File: src/hw/rtl/per_source_token_bucket_policer_macros.svh
// Assertion macros shared by the policer top level.
// No dependencies; included by files that carry concurrent assertions.
`ifndef PER_SOURCE_TOKEN_BUCKET_POLICER_MACROS_SVH
`define PER_SOURCE_TOKEN_BUCKET_POLICER_MACROS_SVH

// Same-cycle implication, disabled while reset is asserted.
`define PSTBP_ASSERT_NOW(label, clk, rst_n, ante, cons, msg) \
    label: assert property (@(posedge clk) disable iff (!rst_n) (ante) |-> (cons)) \
        else $error(msg);

// Next-cycle implication, disabled while reset is asserted.
`define PSTBP_ASSERT_NEXT(label, clk, rst_n, ante, cons, msg) \
    label: assert property (@(posedge clk) disable iff (!rst_n) (ante) |=> (cons)) \
        else $error(msg);

`endif

File: src/hw/rtl/pstbp_pkg.sv
// Shared types and constants of the per-source token bucket policer.
// No dependencies; used by the controller, the datapath and the top level.
`timescale 1ns / 1ps

package pstbp_pkg;

    // Table depth; must be a power of two so the slot is the low address bits.
    localparam int NUM_BUCKETS_DEFAULT = 1024;

    localparam int ADDR_W   = 32;
    localparam int TIME_W   = 48;
    localparam int TOKEN_W  = 16;
    localparam int RATE_W   = 16;
    localparam int CFG_W    = 16;
    localparam int CFG_IDX_W = 1;
    localparam int ENTRY_W  = ADDR_W + TOKEN_W + TIME_W;

    // Configuration register indexes.
    localparam logic [CFG_IDX_W-1:0] REG_BUCKET_CAPACITY   = 1'b0;
    localparam logic [CFG_IDX_W-1:0] REG_REFILL_PER_SECOND = 1'b1;

    localparam int MS_PER_SECOND = 1000;

    // Any refill of 2^17 or more saturates the bucket, so only the low
    // elapsed bits go through the multiplier and the divider.
    localparam int ELAPSED_LOW_W = 27;
    localparam int PRODUCT_W     = ELAPSED_LOW_W + RATE_W;
    localparam longint SAT_PRODUCT = longint'(MS_PER_SECOND) * 131072;
    localparam int PROD_DIV_W    = 27;

    // Division by 1000 is a shift by three followed by a multiply with the
    // rounded-up reciprocal of 125; it is exact for every dividend below 2^27.
    localparam int DIV_PRE_SHIFT = 3;
    localparam int RECIP_IN_W    = PROD_DIV_W - DIV_PRE_SHIFT;
    localparam int RECIP_W       = 25;
    localparam int RECIP_SHIFT   = 31;
    localparam logic [RECIP_W-1:0] RECIP_125 = 25'd17179870;
    localparam int RECIP_PROD_W  = RECIP_IN_W + RECIP_W;
    localparam int QUO_W         = 18;
    localparam int SUM_W         = QUO_W + 1;

    typedef struct packed {
        logic clear_wr;
        logic accept;
        logic latch_rd;
        logic mul;
        logic divide;
        logic update;
        logic finish;
    } pstbp_cmd_t;

    typedef struct packed {
        logic clear_last;
        logic cap_zero;
    } pstbp_status_t;

endpackage

File: src/hw/rtl/pstbp_ctrl.sv
// Sequencing state machine of the policer: clearing pass, one item at a time.
// Depends on pstbp_pkg for the command and status structs.
`timescale 1ns / 1ps

module pstbp_ctrl (
    input  logic                    clk,
    input  logic                    rst_n,
    input  logic                    in_valid,
    output logic                    in_stall,
    output logic                    out_valid,
    input  logic                    out_stall,
    input  pstbp_pkg::pstbp_status_t status,
    output pstbp_pkg::pstbp_cmd_t   cmd
);

    typedef enum logic [2:0] {
        S_CLEAR,
        S_IDLE,
        S_READ,
        S_MUL,
        S_DIV,
        S_UPD,
        S_FINISH
    } state_t;

    state_t state_reg, state_next;
    logic   out_valid_reg, out_valid_next;
    logic   accept;
    logic   out_free;

    assign in_stall  = (state_reg != S_IDLE);
    assign accept    = in_valid && !in_stall;
    assign out_free  = !out_valid_reg || !out_stall;
    assign out_valid = out_valid_reg;

    always_comb
    begin
        cmd          = '0;
        cmd.clear_wr = (state_reg == S_CLEAR);
        cmd.accept   = accept;
        cmd.latch_rd = (state_reg == S_READ);
        cmd.mul      = (state_reg == S_MUL);
        cmd.divide   = (state_reg == S_DIV);
        cmd.update   = (state_reg == S_UPD);
        cmd.finish   = (state_reg == S_FINISH) && out_free;
    end

    always_comb
    begin
        state_next     = state_reg;
        out_valid_next = out_valid_reg && out_stall;
        unique case (state_reg)
            S_CLEAR:
            begin
                if (status.clear_last)
                begin
                    state_next = S_IDLE;
                end
            end
            S_IDLE:
            begin
                if (accept)
                begin
                    // With limiting off the result needs no table access.
                    state_next = status.cap_zero ? S_FINISH : S_READ;
                end
            end
            S_READ:    state_next = S_MUL;
            S_MUL:     state_next = S_DIV;
            S_DIV:     state_next = S_UPD;
            S_UPD:     state_next = S_FINISH;
            S_FINISH:
            begin
                if (out_free)
                begin
                    out_valid_next = 1'b1;
                    state_next     = S_IDLE;
                end
            end
            default:   state_next = S_IDLE;
        endcase
    end

    always_ff @(posedge clk or negedge rst_n)
    begin
        if (!rst_n)
        begin
            state_reg     <= S_CLEAR;
            out_valid_reg <= 1'b0;
        end
        else
        begin
            state_reg     <= state_next;
            out_valid_reg <= out_valid_next;
        end
    end

endmodule

File: config.mk
export PLATFORM = sky130hd
export DESIGN_NAME = pstbp_ctrl
export DESIGN_NICKNAME = d
export VERILOG_FILES = /design/src/hw/rtl/per_source_token_bucket_policer_macros.svh /design/src/hw/rtl/pstbp_pkg.sv /design/src/hw/rtl/pstbp_ctrl.sv
export SDC_FILE = /design/constraint.sdc
export NUM_CORES = 1
export LEC_CHECK = 0
export BUFFER_PORTS_ARGS = -buffer_cell sky130_fd_sc_hd__buf_2
export CAP_MARGIN = 25
export CORE_AREA = 4 4 41 43
export CTS_CLUSTER_DIAMETER = 150
export DETAILED_ROUTE_END_ITERATION = 12
export DIE_AREA = 0 0 45 47
export MAX_ROUTING_LAYER = met4
export PLACE_DENSITY_LB_ADDON = 0.25
export SYNTH_ARGS = -nofsm -noshare
export SYNTH_HDL_FRONTEND = slang
export SYNTH_SLANG_ARGS = --single-unit
File: constraint.sdc
create_clock -name clk -period 3.95 [get_ports clk]
set_clock_uncertainty 0.2 [all_clocks]
set_input_delay 0.79 -clock clk [delete_from_list [all_inputs] [get_ports clk]]
set_output_delay 0.79 -clock clk [all_outputs]
set_load 0.005 [all_outputs]
==> results.tsv <==
metric	value	unit
status	finished, final reports clean	
Placer Congestion	0.7656	
Area contributors post-synth	dfrtp_1, nor2_1, o21ai_0	
First-pass DRT Iterations	3	
CTS resizes	0	
sequential share of power	35.4	%
switching power	0.1098	mW
full die area	0.002115	sq mm
Worst Setup Start Kind	flip-flop	
total negative slack	0	ns
max frequency	0.4214	GHz
cts hold-fix bufs	0	
Tcrit/Tclk final	60.08	%
vias in the first global route	253	
Yosys Warn Count	0	
CTS tree	built	
CP endpoint kind	output port	
Seq. cell area	100.1	sq um
Vias	259	
power density cells	770.7	mW/mm^2
Post-Synthesis Cell Area	251.5	sq um
dpl hpwl	504.9	microns
fin cells	61	
core area	0.001301	sq mm
Hold Path Class	in -> async	
Ports	15	
Post-CTS Repair Setup Buffers	0	
maximum fanout along the worst path	9	
layout cells sized above 1	41.30	%
Yosys top cell area share	39.80	%
die width	45	microns
Seq/Total Area, Yosys	39.80	%
R2R setup slack	2.52	ns
Synth Instances	31	
max reg flops	3	
number of antenna violations at the first check in global routing	0	
FP Rows	13	
max-slew violations	0	
worst path cell trace	nand2b_2 -> or2_1 -> a21oi_1 -> buf_2	
placed insts	58	
Synth area leader	dfrtp_1	
Clock Power Share	18.8	%
syn_nets	37	
antenna cells	0	
Cell variety after synth	19	
delay of the slowest cell on the worst path	0.45	ns
Syn-to-layout area delta	36.82	%
Nets	54	
htree depth	1	
wire per inst	10.30	microns
vias per std cell	4.246	
unrepaired setup endpoints after global routing	false	
Tmin final	2.373	ns
first-pass GRT wire length	1041	microns
internal power	0.1554	mW
FILL cells	157	
syn avg cell area	8.113	sq um
clk sinks	4	
MaxCap Viol Count	0	
peak supply drop	259.9	uV
Final Instance Area	344.1	sq um
Clock Pin Slew Worst Setup and Hold Paths	0.04	ns
Starting Density	19.33	%
Seq cells post-synth	4	
Critical-path top delay cell	dfrtp_1	
area occupied by multi-input gates	125.1	sq um
largest net degree at the start of global routing	10	
Slew headroom	81.61	%
1st-iter DRT viols	3	
worst-skew pair later-pin latency	0.23	ns
dpl cell area	321.6	sq um
Post-DRT Antenna Nets	0	
Leakage	0.1855	nW
switch share	41.39	%
Logic pwr share	45.8	%
Required @ worst endpoint	2.96	ns
Worst Path Arrival	1.38	ns
GRT Total Usage	7.522	%
CP Class	reg -> out	
port bufs	14	
Tot Pwr	0.2652	mW
drt drc	0	
Die Ht	47	microns
global route overflow	0	
clock root buffer	clkbuf_4	
Final Hold Vio Count	0	
worst-margin pin slew	0.2724	ns
hold_ws	0.1527	ns
largest delay contributor family on the critical path	simple AND/OR/NAND/NOR gates	
WP buf/inv	1	
Final setup viols	0	
Detailed Route WL	628	microns
CTS buffer count	3	
clk buf depth	2	
==> worst paths after layout <==
check,cells past startpoint,start,endpoint
max in group asynchronous,1,rst_n,state_reg[1]
min,1,rst_n,state_reg[2]
max,4,state_reg[0],cmd[0]
max reg2reg,3,state_reg[2],state_reg[2]
min reg2reg,1,state_reg[1],state_reg[1]
min in group clk,1,state_reg[1],state_reg[1]
==> logic make-up (layout without fill, tap and decap cells) <==
kind of cell	Yosys count	after routing	synth area share (%)
and+or+nand+nor	15	15	30.35
buffers and inverters	4	19	10.45
DFF	4	4	39.80
AOI/OAI and AO/OA	8	8	19.40
==> per-stage QoR <==
stage | utilization (%) | worst slack, ns
2_1_floorplan | - | 1.963
3_3_place_gp | 24.71 | 1.840
3_5_place_dp | 24.71 | 1.834
4_1_cts | 26.44 | 1.571
5_1_grt | 26.44 | 1.502
6_report | 26.44 | 1.577
==> cells in the mapped netlist <==
master    number
a31oi_1        1
o21ai_0        3
a211o_1        1
dfrtp_1        4
nand2b_1       2
inv_1          1
buf_4          1
nand2b_2       1
o311ai_0       1
a21oi_1        1
o21ai_1        1
nand2_1        2
nor3_1         2
nor2_1         5
buf_6          1
and3_1         1
inv_2          1
or2_1          1
or3_1          1
==> per-layer routing <==
layer	vias to the layer above	wire [microns]	track usage [%]	share of wire, %
li1	135	-	-	-
met1	113	283	8.238	45
met2	8	307	9.887	49
met3	3	20	2.299	3.2
met4	0	16	8.772	2.5
met5	-	0	-	0
==> power groups by stage <==
| stage | clock network [mW] | registers, mW | logic [mW] |
|---|---|---|---|
| 6_report | 0.0498 | 0.0940 | 0.121 |
| 5_1_grt | 0.0565 | 0.0971 | 0.141 |
| 4_1_cts | 0.0522 | 0.0932 | 0.124 |
| 3_5_place_dp | 0 | 0.0933 | 0.123 |
| 3_3_place_gp | 0 | 0.0923 | 0.126 |
| 2_1_floorplan | 0 | 0.0797 | 0.0964 |
==> layout by cell type (no fill, tap or decap), drive strengths merged <==
| master | synthesis | final |
|---|---|---|
| or2 | 1 | 1 |
| a21oi | 1 | 1 |
| a31oi | 1 | 1 |
| buf | 2 | 14 |
| nor2 | 5 | 5 |
| inv | 2 | 2 |
| nand2 | 2 | 2 |
| o311ai | 1 | 1 |
| or3 | 1 | 1 |
| clkbuf | 0 | 3 |
| and3 | 1 | 1 |
| dfrtp | 4 | 4 |
| nand2b | 3 | 3 |
| nor3 | 2 | 2 |
| o21ai | 4 | 4 |
| a211o | 1 | 1 |
==> area by class of cell <==
class                           count  area share [%]
Clock buffer                        3           6.545
Inverter                            2           2.182
Multi-Input combinational cell     23           36.36
Sequential cell                     4           29.09
Tap cell                           15           5.455
Timing Repair Buffer               14           20.36
Note: power is estimated with default switching activity, not from simulation.
